File: config.mk
export PLATFORM = sky130hd
export DESIGN_NAME = depth_to_point_backprojection
export DESIGN_NICKNAME = d
export VERILOG_FILES = /design/src/hw/rtl/dpb_pkg.sv /design/src/hw/rtl/dpb_front.sv /design/src/hw/rtl/dpb_queue.sv /design/src/hw/rtl/dpb_divider.sv /design/src/hw/rtl/dpb_back.sv /design/src/hw/rtl/depth_to_point_backprojection.sv
export SDC_FILE = /design/constraint.sdc
export NUM_CORES = 2
export LEC_CHECK = 0
export ABC_AREA = 1
export BUFFER_PORTS_ARGS = -buffer_cell sky130_fd_sc_hd__buf_4
export CORE_MARGIN = 2
export CORE_UTILIZATION = 50
export CTS_BUF_LIST = sky130_fd_sc_hd__clkbuf_16
export DETAILED_ROUTE_END_ITERATION = 6
export GPL_ROUTABILITY_DRIVEN = 1
export MAX_ROUTING_LAYER = met4
export PLACE_DENSITY_LB_ADDON = 0.2
export REMOVE_ABC_BUFFERS = 1
export SLEW_MARGIN = 0
export SYNTH_ARGS = -nofsm -noshare
export SYNTH_HDL_FRONTEND = slang
export SYNTH_SLANG_ARGS = --single-unit
File: constraint.sdc
create_clock -name clk -period 17.8 [get_ports clk]
set_input_delay 1.78 -clock clk [delete_from_list [all_inputs] [get_ports clk]]
set_output_delay 1.78 -clock clk [all_outputs]
set_load 0.005 [all_outputs]
File: src/hw/rtl/dpb_pkg.sv
// ----------------------------------------------------------------------------
// dpb_pkg: shared types and constants for depth-to-point back-projection
// Holds field widths, register indexes, reset values and the job record
// passed from the pixel front end to the projection back end.
// ----------------------------------------------------------------------------
package dpb_pkg;

  localparam int MaxWidth  = 4096;
  localparam int MaxHeight = 4096;
  localparam int CntW      = $clog2(MaxWidth);
  localparam int RowW      = $clog2(MaxHeight);

  localparam int DepthW = 16;
  localparam int FocW   = 20;
  localparam int ImgW   = 13;
  localparam int PtW    = 32;

  // configuration register indexes
  localparam logic [2:0] REG_FOCAL_X     = 3'd0;
  localparam logic [2:0] REG_FOCAL_Y     = 3'd1;
  localparam logic [2:0] REG_CENTER_X    = 3'd2;
  localparam logic [2:0] REG_CENTER_Y    = 3'd3;
  localparam logic [2:0] REG_IMAGE_WIDTH = 3'd4;

  localparam logic [FocW-1:0] FOCAL_X_RST  = 20'd146001;
  localparam logic [FocW-1:0] FOCAL_Y_RST  = 20'd146002;
  localparam logic [FocW-1:0] CENTER_X_RST = 20'd80621;
  localparam logic [FocW-1:0] CENTER_Y_RST = 20'd58519;
  localparam logic [ImgW-1:0] IMG_W_RST    = 13'd640;

  // diff = pos*256 - center: fits in 33 signed bits
  localparam int DiffW = 33;
  // |num| = |diff| * z * 16 < 2^32 * 2^16 * 2^4 = 2^52
  localparam int MagW  = 53;
  localparam int QW    = MagW;

  typedef struct packed {
    logic [CntW-1:0]   col;
    logic [RowW-1:0]   row;
    logic [DepthW-1:0] depth;
    logic              last;
  } dpb_job_t;

  typedef struct packed {
    logic [PtW-1:0]    px;
    logic [PtW-1:0]    py;
    logic [DepthW-1:0] pz;
    logic              pvalid;
    logic              fend;
  } dpb_res_t;

endpackage

File: src/hw/rtl/dpb_front.sv
// ----------------------------------------------------------------------------
// dpb_front: pixel front end
// Counts column and row, drops zero-depth pixels that are not frame end,
// and pushes one job per surviving pixel into the queue.
// ----------------------------------------------------------------------------
module dpb_front (
  input  logic                      clk,
  input  logic                      rst_n,
  input  logic                      in_valid,
  output logic                      in_ready,
  input  logic [dpb_pkg::DepthW-1:0] in_depth,
  input  logic                      in_last,
  input  logic [dpb_pkg::ImgW-1:0]  row_len,
  output logic                      push,
  output dpb_pkg::dpb_job_t         push_job,
  input  logic                      q_full
);
  import dpb_pkg::*;

  logic [CntW-1:0] col_r, col_nxt;
  logic [RowW-1:0] row_r, row_nxt;
  logic            acc;
  logic [CntW:0]   col_inc;

  assign in_ready = !q_full;
  assign acc      = in_valid && in_ready;
  assign push     = acc && ((in_depth != '0) || in_last);

  assign push_job.col   = col_r;
  assign push_job.row   = row_r;
  assign push_job.depth = in_depth;
  assign push_job.last  = in_last;

  // advance raster position
  always_comb begin
    col_inc = {1'b0, col_r} + 1'b1;
    col_nxt = col_r;
    row_nxt = row_r;
    if (acc) begin
      if (in_last) begin
        col_nxt = '0;
        row_nxt = '0;
      end else if ((col_inc >= row_len) ||
                   (col_inc >= (CntW+1)'(MaxWidth))) begin
        col_nxt = '0;
        row_nxt = row_r + 1'b1;
      end else begin
        col_nxt = col_inc[CntW-1:0];
      end
    end
  end

  always_ff @(posedge clk) begin
    if (!rst_n) begin
      col_r <= '0;
      row_r <= '0;
    end else begin
      col_r <= col_nxt;
      row_r <= row_nxt;
    end
  end

endmodule

File: src/hw/rtl/dpb_queue.sv
// ----------------------------------------------------------------------------
// dpb_queue: two-entry job queue
// Decouples the pixel front end from the projection back end.
// ----------------------------------------------------------------------------
module dpb_queue (
  input  logic              clk,
  input  logic              rst_n,
  input  logic              push,
  input  dpb_pkg::dpb_job_t push_job,
  output logic              full,
  input  logic              pop,
  output logic              not_empty,
  output dpb_pkg::dpb_job_t head
);
  import dpb_pkg::*;

  dpb_job_t  mem_r [2];
  logic      wp_r, rp_r;
  logic [1:0] cnt_r;

  assign full      = (cnt_r == 2'd2);
  assign not_empty = (cnt_r != 2'd0);
  assign head      = mem_r[rp_r];

  // store pushed job
  always_ff @(posedge clk) begin
    if (push) mem_r[wp_r] <= push_job;
  end

  // move pointers
  always_ff @(posedge clk) begin
    if (!rst_n) begin
      wp_r  <= 1'b0;
      rp_r  <= 1'b0;
      cnt_r <= '0;
    end else begin
      if (push) wp_r <= !wp_r;
      if (pop)  rp_r <= !rp_r;
      cnt_r <= cnt_r + {1'b0, push} - {1'b0, pop};
    end
  end

endmodule

File: src/hw/rtl/dpb_divider.sv
// ----------------------------------------------------------------------------
// dpb_divider: unsigned restoring divider
// One quotient bit per cycle; quotient width is the numerator width.
// ----------------------------------------------------------------------------
module dpb_divider (
  input  logic                     clk,
  input  logic                     rst_n,
  input  logic                     start,
  input  logic [dpb_pkg::MagW-1:0] num,
  input  logic [dpb_pkg::FocW-1:0] den,
  output logic                     done,
  output logic [dpb_pkg::QW-1:0]   quo
);
  import dpb_pkg::*;

  localparam int StW = $clog2(MagW + 1);

  logic [MagW-1:0] q_r;
  logic [FocW:0]   rem_r;
  logic [FocW-1:0] den_r;
  logic [StW-1:0]  left_r;
  logic            busy_r;
  logic [FocW+1:0] trial;

  assign quo  = q_r;
  assign done = busy_r && (left_r == '0);

  assign trial = {rem_r, q_r[MagW-1]} - {2'b00, den_r};

  // shift one numerator bit into the remainder per cycle
  always_ff @(posedge clk) begin
    if (!rst_n) begin
      busy_r <= 1'b0;
      left_r <= '0;
    end else if (start) begin
      busy_r <= 1'b1;
      left_r <= StW'(MagW);
    end else if (busy_r) begin
      if (left_r == '0) busy_r <= 1'b0;
      else left_r <= left_r - 1'b1;
    end
  end

  always_ff @(posedge clk) begin
    if (start) begin
      q_r   <= num;
      rem_r <= '0;
      den_r <= den;
    end else if (busy_r && (left_r != '0)) begin
      if (!trial[FocW+1]) begin
        rem_r <= trial[FocW:0];
        q_r   <= {q_r[MagW-2:0], 1'b1};
      end else begin
        rem_r <= {rem_r[FocW-1:0], q_r[MagW-1]};
        q_r   <= {q_r[MagW-2:0], 1'b0};
      end
    end
  end

endmodule

File: src/hw/rtl/dpb_back.sv
// ----------------------------------------------------------------------------
// dpb_back: projection back end
// Pops a job; for nonzero depth forms both numerators, divides x then y on a
// shared divider and saturates; then loads the output register.
// ----------------------------------------------------------------------------
module dpb_back (
  input  logic                     clk,
  input  logic                     rst_n,
  input  logic                     not_empty,
  input  dpb_pkg::dpb_job_t        head,
  output logic                     pop,
  input  logic [dpb_pkg::FocW-1:0] focal_x,
  input  logic [dpb_pkg::FocW-1:0] focal_y,
  input  logic [dpb_pkg::FocW-1:0] center_x,
  input  logic [dpb_pkg::FocW-1:0] center_y,
  output logic                     out_valid,
  input  logic                     out_ready,
  output dpb_pkg::dpb_res_t        out_res
);
  import dpb_pkg::*;

  localparam logic [2:0] S_IDLE = 3'd0;
  localparam logic [2:0] S_SUBX = 3'd1;
  localparam logic [2:0] S_MULX = 3'd2;
  localparam logic [2:0] S_DIVX = 3'd3;
  localparam logic [2:0] S_SUBY = 3'd4;
  localparam logic [2:0] S_MULY = 3'd5;
  localparam logic [2:0] S_DIVY = 3'd6;
  localparam logic [2:0] S_OUT  = 3'd7;

  logic [2:0]        st_r, st_nxt;
  dpb_job_t          job_r;
  logic              sel_y;
  logic [DiffW-1:0]  diff;
  logic              neg;
  logic [DiffW-1:0]  dmag;
  logic [DiffW-1:0]  dmag_r;
  logic [MagW-1:0]   prod;
  logic [MagW-1:0]   mag_r;
  logic              neg_r;
  logic [PtW-1:0]    qx_r;
  logic              start_r;
  logic              dv_done;
  logic [QW-1:0]     dv_quo;
  logic [FocW-1:0]   den;
  logic [PtW-1:0]    sat;
  logic              ov_r;
  dpb_res_t          res_r;

  assign pop       = (st_r == S_IDLE) && not_empty;
  assign out_valid = ov_r;
  assign out_res   = res_r;
  assign sel_y     = st_r inside {S_SUBY, S_MULY, S_DIVY, S_OUT};

  // select axis operands
  always_comb begin
    if (!sel_y) begin
      diff = {{(DiffW-CntW-8){1'b0}}, job_r.col, 8'd0} - {{(DiffW-FocW){1'b0}}, center_x};
      den  = focal_x;
    end else begin
      diff = {{(DiffW-RowW-8){1'b0}}, job_r.row, 8'd0} - {{(DiffW-FocW){1'b0}}, center_y};
      den  = focal_y;
    end
    neg  = diff[DiffW-1];
    dmag = neg ? (~diff + 1'b1) : diff;
  end

  // |diff| * z; the times-16 scale is a shift on load
  assign prod = MagW'(dmag_r) * MagW'(job_r.depth);

  // saturate signed quotient; zero focal behaves as infinite magnitude
  always_comb begin
    logic big;
    big = (den == '0) || (dv_quo[QW-1:PtW-1] != '0);
    if (mag_r == '0)      sat = '0;
    else if (!neg_r)      sat = big ? 32'h7FFF_FFFF : dv_quo[PtW-1:0];
    else if (big)         sat = 32'h8000_0000;
    else                  sat = ~dv_quo[PtW-1:0] + 1'b1;
  end

  dpb_divider u_div (
    .clk   (clk),
    .rst_n (rst_n),
    .start (start_r),
    .num   (mag_r),
    .den   (den),
    .done  (dv_done),
    .quo   (dv_quo)
  );

  // sequence one job
  always_comb begin
    st_nxt = st_r;
    case (st_r)
      S_IDLE: if (pop) st_nxt = (head.depth != '0) ? S_SUBX : S_OUT;
      S_SUBX: st_nxt = S_MULX;
      S_MULX: st_nxt = S_DIVX;
      S_DIVX: if (dv_done) st_nxt = S_SUBY;
      S_SUBY: st_nxt = S_MULY;
      S_MULY: st_nxt = S_DIVY;
      S_DIVY: if (dv_done) st_nxt = S_OUT;
      S_OUT:  if (!ov_r || out_ready) st_nxt = S_IDLE;
      default: st_nxt = S_IDLE;
    endcase
  end

  always_ff @(posedge clk) begin
    if (!rst_n) begin
      st_r    <= S_IDLE;
      ov_r    <= 1'b0;
      start_r <= 1'b0;
    end else begin
      st_r    <= st_nxt;
      // start the divider once the numerator register is loaded
      start_r <= (st_r == S_MULX) || (st_r == S_MULY);
      if (st_r == S_OUT && (!ov_r || out_ready)) ov_r <= 1'b1;
      else if (out_ready) ov_r <= 1'b0;
    end
  end

  // datapath registers
  always_ff @(posedge clk) begin
    case (st_r)
      S_IDLE: if (pop) job_r <= head;
      S_SUBX, S_SUBY: begin
        dmag_r <= dmag;
        neg_r  <= neg;
      end
      S_MULX, S_MULY: mag_r <= {prod[MagW-5:0], 4'd0};
      S_DIVX: if (dv_done) qx_r <= sat;
      S_DIVY: ;
      S_OUT: if (!ov_r || out_ready) begin
        res_r.px     <= (job_r.depth != '0) ? qx_r : '0;
        res_r.py     <= (job_r.depth != '0) ? sat : '0;
        res_r.pz     <= job_r.depth;
        res_r.pvalid <= (job_r.depth != '0);
        res_r.fend   <= job_r.last;
      end
      default: ;
    endcase
  end

endmodule

File: src/hw/rtl/depth_to_point_backprojection.sv
// ----------------------------------------------------------------------------
// depth_to_point_backprojection: pinhole depth image back-projection
//
// channel | dir | handshake          | payload
// in_     | in  | in_tvalid/tready   | tdata depth[15:0], tlast frame_last
// out_    | out | out_tvalid/tready  | tdata x,y,z; tuser point_valid,frame_end
// cfg_    | in  | cfg_valid/ready    | cfg_index[2:0], cfg_data[19:0]
//
// A point holds the back end from accept to out_tvalid for two passes of the
// shared bit-serial divider (load, 53 quotient bits, done) plus its setup and
// output states. A frame-end marker skips the divider and goes straight to the
// output state; other zero-depth pixels are dropped at accept.
// Synchronous active-low reset restores register defaults and clears counters.
// A stalled result holds the back end; the two-entry queue then fills and
// in_tready drops.
// ----------------------------------------------------------------------------
module depth_to_point_backprojection (
  input  logic        clk,
  input  logic        rst_n,
  input  logic        in_tvalid,
  output logic        in_tready,
  input  logic [15:0] in_tdata,   // depth[15:0]
  input  logic        in_tlast,
  output logic        out_tvalid,
  input  logic        out_tready,
  output logic [79:0] out_tdata,  // point_x[31:0], point_y[63:32], point_z[79:64]
  output logic [1:0]  out_tuser,  // point_valid[0], frame_end[1]
  input  logic        cfg_valid,
  output logic        cfg_ready,
  input  logic [2:0]  cfg_index,
  input  logic [19:0] cfg_data
);
  import dpb_pkg::*;

  logic [FocW-1:0] fx_r, fy_r, cx_r, cy_r;
  logic [ImgW-1:0] iw_r;
  logic            push, full, pop, nempty;
  dpb_job_t        pjob, head;
  dpb_res_t        res;

  assign cfg_ready = 1'b1;

  // write configuration registers
  always_ff @(posedge clk) begin
    if (!rst_n) begin
      fx_r <= FOCAL_X_RST;
      fy_r <= FOCAL_Y_RST;
      cx_r <= CENTER_X_RST;
      cy_r <= CENTER_Y_RST;
      iw_r <= IMG_W_RST;
    end else if (cfg_valid) begin
      case (cfg_index)
        REG_FOCAL_X:     fx_r <= cfg_data;
        REG_FOCAL_Y:     fy_r <= cfg_data;
        REG_CENTER_X:    cx_r <= cfg_data;
        REG_CENTER_Y:    cy_r <= cfg_data;
        REG_IMAGE_WIDTH: iw_r <= cfg_data[ImgW-1:0];
        default: ;
      endcase
    end
  end

  dpb_front u_front (
    .clk(clk), .rst_n(rst_n), .in_valid(in_tvalid), .in_ready(in_tready),
    .in_depth(in_tdata), .in_last(in_tlast), .row_len(iw_r),
    .push(push), .push_job(pjob), .q_full(full)
  );

  dpb_queue u_q (
    .clk(clk), .rst_n(rst_n), .push(push), .push_job(pjob), .full(full),
    .pop(pop), .not_empty(nempty), .head(head)
  );

  dpb_back u_back (
    .clk(clk), .rst_n(rst_n), .not_empty(nempty), .head(head), .pop(pop),
    .focal_x(fx_r), .focal_y(fy_r), .center_x(cx_r), .center_y(cy_r),
    .out_valid(out_tvalid), .out_ready(out_tready), .out_res(res)
  );

  assign out_tdata = {res.pz, res.py, res.px};
  assign out_tuser = {res.fend, res.pvalid};

endmodule

-- Word level (Yosys, flattened, before mapping)
Memory sizes are Yosys's and may differ from the RTL's. A register that Yosys moved wholly into a read port is not among the register bits.
Index checks and enable logic that the tools add are counted.
- add/subtract/negate cells: 10
- $mul: 1
- magnitude comparators: 2
- eq/ne operators: 17
- muxes and demuxes: 33
- bitwise logic cells: 4
- reduce and logical (&&, ||, !) cells: 46
- operators by type and width (operator ; number):
    32-bit two-way mux ; 5
    53-bit two-way mux ; 2
    53-bit logical NOT ; 1
    33-bit by 16-bit multiplier with 49-bit output ; 1
    12-bit two-way mux ; 4
    16-bit nonzero test ; 3
    20-bit by 20-bit subtractor with 21-bit output ; 2
    33-bit by 1-bit adder with 33-bit output, second input constant ; 1
    33-bit two-way mux ; 1
    33-bit inverter ; 1
    32-bit by 1-bit adder with 32-bit output, second input constant ; 1
    32-bit inverter ; 1
    3-bit one-hot mux with 8 select lines ; 1
    2-bit AND reduction ; 11
    22-bit nonzero test ; 1
    22-bit by 20-bit subtractor with 22-bit output ; 1
    21-bit two-way mux ; 1
    20-bit logical NOT ; 1
    20-bit two-way mux ; 1
    6-bit two-way mux ; 3
    3-bit equality test, second input constant ; 5
    3-bit two-way mux ; 5
    12-bit by 1-bit adder with 13-bit output, second input constant ; 1
    13-bit greater-or-equal comparator ; 1
    other kinds (22) ; 58
- flip-flop bits (word level): 465
- bits in writable memories: 82
- input bits: 45
- output and inout bits: 85
- word-level logic and storage cells: 148
- memories: 1
- memories (name ; words ; bits a word ; read ports ; clocked after memory_dff ; wr ports ; RTL line ; text):
    u_q.mem_r ; 2 ; 41 ; 1 ; 1 ; 1 ; dpb_queue.sv:17 ; dpb_job_t mem_r [2];

-- Logic depth before layout (Yosys ltp)
- depth after elaboration: 8
- depth in mapped cells: 27
- gate-level depth less buffers: 25

-- Hierarchy
A second synthesis with hierarchy kept.
- cell total of the unflattened synthesis: 5472
- area, all modules: 44710.4 µm²
- by module, submodules not included (module ; instances ; cells an instance ; area each (µm²) ; sequential area each (µm²)):
    dpb_back ; 1 ; 3730 ; 30025.0 ; 7247.0
    dpb_divider ; 1 ; 757 ; 5693.0 ; 2752.6
    depth_to_point_backprojection ; 1 ; 504 ; 3575.9 ; 1861.8
    dpb_queue ; 1 ; 161 ; 3390.8 ; 2562.5
    dpb_front ; 1 ; 320 ; 2025.7 ; 480.5

-- Least setup slack after synthesis
Ideal clock, no wire load.
- path type: input-to-reg
- start: in out_tready
- end: reg u_back.res_r (netlist bit u_back.out_res[0]) (enable)
- library setup time: 0.550 ns
- data arrival time: 5.766 ns
- data required time: 17.250 ns
- setup slack: 11.484 ns
- stages: 2
- path buffers: 0
- path through: inv_1 > a21oi_1
- cells in the longest elaborated chain, start to end: 2
- RTL lines (element ; RTL line ; text):
    start, declared ; depth_to_point_backprojection.sv:25 ; input logic out_tready,
    1-bit logical OR ; dpb_back.sv:132 ; S_OUT: if (!ov_r || out_ready) begin
    2-bit AND reduction (no line) ; - ;
    end, declared ; dpb_back.sv:48 ; dpb_res_t res_r;
No other way between the ends.
A chain may end at the register's enable or synchronous reset.

-- Final worst setup path
- start: reg u_back.dmag_r[7]
- end: reg u_back.mag_r[37], data pin
- cells in the longest elaborated chain, start to end: 1
- RTL lines (element ; RTL line ; text):
    start, declared ; dpb_back.sv:37 ; logic [DiffW-1:0] dmag_r;
    start signal, assigned ; dpb_back.sv:126 ; dmag_r <= dmag;
    33-bit by 16-bit multiplier with 49-bit output ; dpb_back.sv:69 ; assign prod = MagW'(dmag_r) * MagW'(job_r.depth);
    via u_back.prod[33] ; dpb_back.sv:38 ; logic [MagW-1:0] prod;
    end signal, assigned ; dpb_back.sv:129 ; S_MULX, S_MULY: mag_r <= {prod[MagW-5:0], 4'd0};
    end, declared ; dpb_back.sv:39 ; logic [MagW-1:0] mag_r;
The timed path passes the listed nets, and every way through them passes these cells.

==> impl_metrics.env <==
export IMPL_synth_most_common_cell="nand2_1"
export IMPL_yosysWarnings=0
export IMPL_hpwl_mm=79.0
export IMPL_yosys_area_top_type_share=0.272
export IMPL_crit_fanout=16
export IMPL_cts_root_buf="clkbuf_16"
export IMPL_critPathKind="flip-flop to flip-flop"
export IMPL_core_area_um2=85500
export IMPL_hold_violations=0
export IMPL_ys_types=57
export IMPL_cp_buffers_inverters=5
export IMPL_synth_top_area_cell="edfxtp_1"
export IMPL_antennaDiodeCount=0
export IMPL_synth_edf_count=393
export IMPL_syn_avg_cell_area_um2=8.49
export IMPL_status="finished, final reports clean"
export IMPL_io_buffers=128
export IMPL_synth_seq_cells=548
export IMPL_antenna_found_initial=1
export IMPL_cts_resized_gates=0
export IMPL_cp_slowest_cell="edfxtp_1"
export IMPL_cp_cell_sequence="nand2_1 -> fa_1 -> inv_1 -> fa_1 -> inv_1 -> fa_1 -> inv_1 -> fa_1 -> fa_1 -> inv_1 -> fa_1 -> inv_1 -> ha_1 -> nand2_1 -> nor2_1 -> nand2_1 -> o21ai_0 -> a31oi_1 -> o21ai_0 -> xor2_1"
export IMPL_cpLargestDelayFamily="adder cells"
export IMPL_drtIter0Drc=2462
export IMPL_syn_to_final_growth_pct=8.88
export IMPL_gp_congestion=0.956
export IMPL_syn_cell_area_um2=43300
export IMPL_die_x_um=298
export IMPL_first_pass_iters=5
export IMPL_crit_required_ns=18.19
export IMPL_finalSetupViolCount=0
export IMPL_grt_pass1_wl_mm=176
export IMPL_finClkSkew_ns=0.0426
export IMPL_die_area_um2=89100
export IMPL_end_kind="flip-flop"
export IMPL_drcViolationCount=0
export IMPL_report_final_slew_viol_count=0
export IMPL_ys_seq_area_frac=0.344
export IMPL_cts_setup_buffers=0
export IMPL_grt_max_degree=87
export IMPL_hold_buffers=0
export IMPL_finalCritPeriodShare=0.368
export IMPL_crit_top_cell="fa_1"
export IMPL_io_pins=130
export IMPL_synth_async_sr_flop_share=0
export IMPL_ys_top_cells_by_area="edfxtp_1 27%, fa_1 20%, nand2_1 11%"
export IMPL_avgRoutedWirePerCell_um=17.1
export IMPL_die_h_um=298
export IMPL_cp_slowest_stage_delay_ns=0.87
export IMPL_grt_ovfl_total=0
export IMPL_multi_input_area_um2=23600
export IMPL_htree_levels=2
export IMPL_synthCells=5104
export IMPL_hold_class="flip-flop to flip-flop"
export IMPL_drt_antenna_violating_nets=0
export IMPL_cts_tree="built"
export IMPL_min_delay_path_depth=0
export IMPL_rsz0062_at_grt="no"
export IMPL_viasPerCell=5.15
export IMPL_clk_latency_ns=0.67
export IMPL_vias=32500
export IMPL_ys_flop_type="edfxtp_1"
export IMPL_post_route_cells_drive_above_1_share=0.0711
export IMPL_track_usage=0.254
export IMPL_cts_clk_slew_worst_paths_ns=0.06
export IMPL_initial_core_util=0.507
export IMPL_cap_violations=0
export IMPL_seq_area_um2=14900
export IMPL_synth_common_cells="1263 x nand2_1, 1065 x inv_1, 433 x fa_1, 393 x edfxtp_1, 360 x nor2_1"
export IMPL_cp_depth=20
export IMPL_clock_path_buffers=3
export IMPL_rows=107
export IMPL_numCtsBuffers=61
export IMPL_worstSetupStartpointType="flip-flop"
export IMPL_wl_mm=108
export IMPL_fillers=7936
export IMPL_period_minus_slack_ns=6.54
export IMPL_fmax_mhz=153
export IMPL_relSlewSlack=0.218
export IMPL_fin_nets=5795
export IMPL_grt_pass1_vias=32500
export IMPL_clock_sinks=548
export IMPL_worstPathArrival_ns=6.93
export IMPL_reg2reg_depth=20
export IMPL_worst_slew_pin_slew_ns=1.17
export IMPL_setup_tns_final_ns=0
## worst register-to-register path, delay by kind of cell (launching register included)
kind,cells,cell delay (ns)
AO/OA/AOI/OAI,3,0.89
adder cells (fa/ha/maj),7,3.58
buffers and inverters,5,0.27
AND/OR/NAND/NOR,4,0.60
XOR/XNOR,1,0.09
flip-flops,1,0.87
## through the flow
stage | instances | cell area [um2] | hold slack (ns) | utilization | worst slack [ns]
finish | 6321 | 47200 | 0.426 | 0.552 | 11.26
global route | 6321 | 47200 | 0.452 | 0.552 | 10.89
global placement | 6207 | 45200 | 0.407 | 0.528 | 11.31
floorplan | 4894 | 42400 | 0.400 | - | 11.48
CTS | 6321 | 47200 | 0.424 | 0.552 | 11.27
detailed placement | 6207 | 45200 | 0.414 | 0.528 | 11.33
## per-layer routing
metal  GRT usage  routed length, um  up-vias
met5           -                  0        -
met4      0.0730               3270        0
met3      0.0341               5900      192
met2       0.410              51400      901
met1       0.338              47600    15600
li1            -                  -    15800
## cells in the final DEF, fill, tap and decap left out, types with 5 or more instances in the layout
cell	n
a21o_1	11
a21oi_1	204
a31oi_1	21
buf_4	169
bufinv_16	6
clkbuf_16	63
clkinv_1	13
clkinv_2	5
conb_1	13
dfxtp_1	153
edfxtp_1	393
fa_1	433
ha_1	191
inv_1	1075
inv_2	6
inv_6	6
mux2_2	37
nand2_1	1262
nand2_2	6
nand3_1	205
nand3b_1	9
nand4_1	39
nor2_1	357
nor2_2	9
nor3_1	36
nor3_2	32
nor4_1	28
o211ai_1	37
o21a_1	7
o21ai_0	163
o21ai_1	21
o21bai_1	10
xnor2_1	34
xor2_1	66
## cells by family after synthesis
family,after synthesis,share of synthesized area
flops,548,0.344
compound gates,491,0.0622
mux,38,0.00984
simple gates,2010,0.194
xor+xnor,100,0.0202
other cells,2,0.000173
fa+ha+maj,624,0.255
buf+inv,1291,0.115
## final cells by class
cell class                      count  share of cell area
Sequential cell                   548               0.316
Clock inverter                     51             0.00920
Multi-Input combinational cell   3276               0.499
Timing Repair Buffer              169              0.0269
Tap cell                         1144              0.0303
Inverter                         1070              0.0852
Clock buffer                       63              0.0334
## sequential cells by signal, indices dropped and copies added (netlist names), 13 cells and up, named ones only
signal / cells
u_back.u_div.rem_r: 21
u_back.u_div.quo: 53
u_back.qx_r: 32
u_back.out_res: 82
u_back.dmag_r: 33
fx_r: 20
fy_r: 20
u_q.mem_r: 82
cx_r: 20
u_back.u_div.den_r: 20
u_back.mag_r: 49
cy_r: 20
u_back.job_r: 41
iw_r: 13
## worst paths after layout
check                    from                end  slack, ns
min reg2reg   u_back.job_r[0]  u_back.out_res[0]       0.43
max reg2reg  u_back.dmag_r[7]   u_back.mag_r[37]      11.26
min           u_back.job_r[0]  u_back.out_res[0]       0.43
max          u_back.dmag_r[7]   u_back.mag_r[37]      11.26
Power is not shown: default switching activity piles up to over one toggle a cycle in this logic, so the estimate is an artifact.
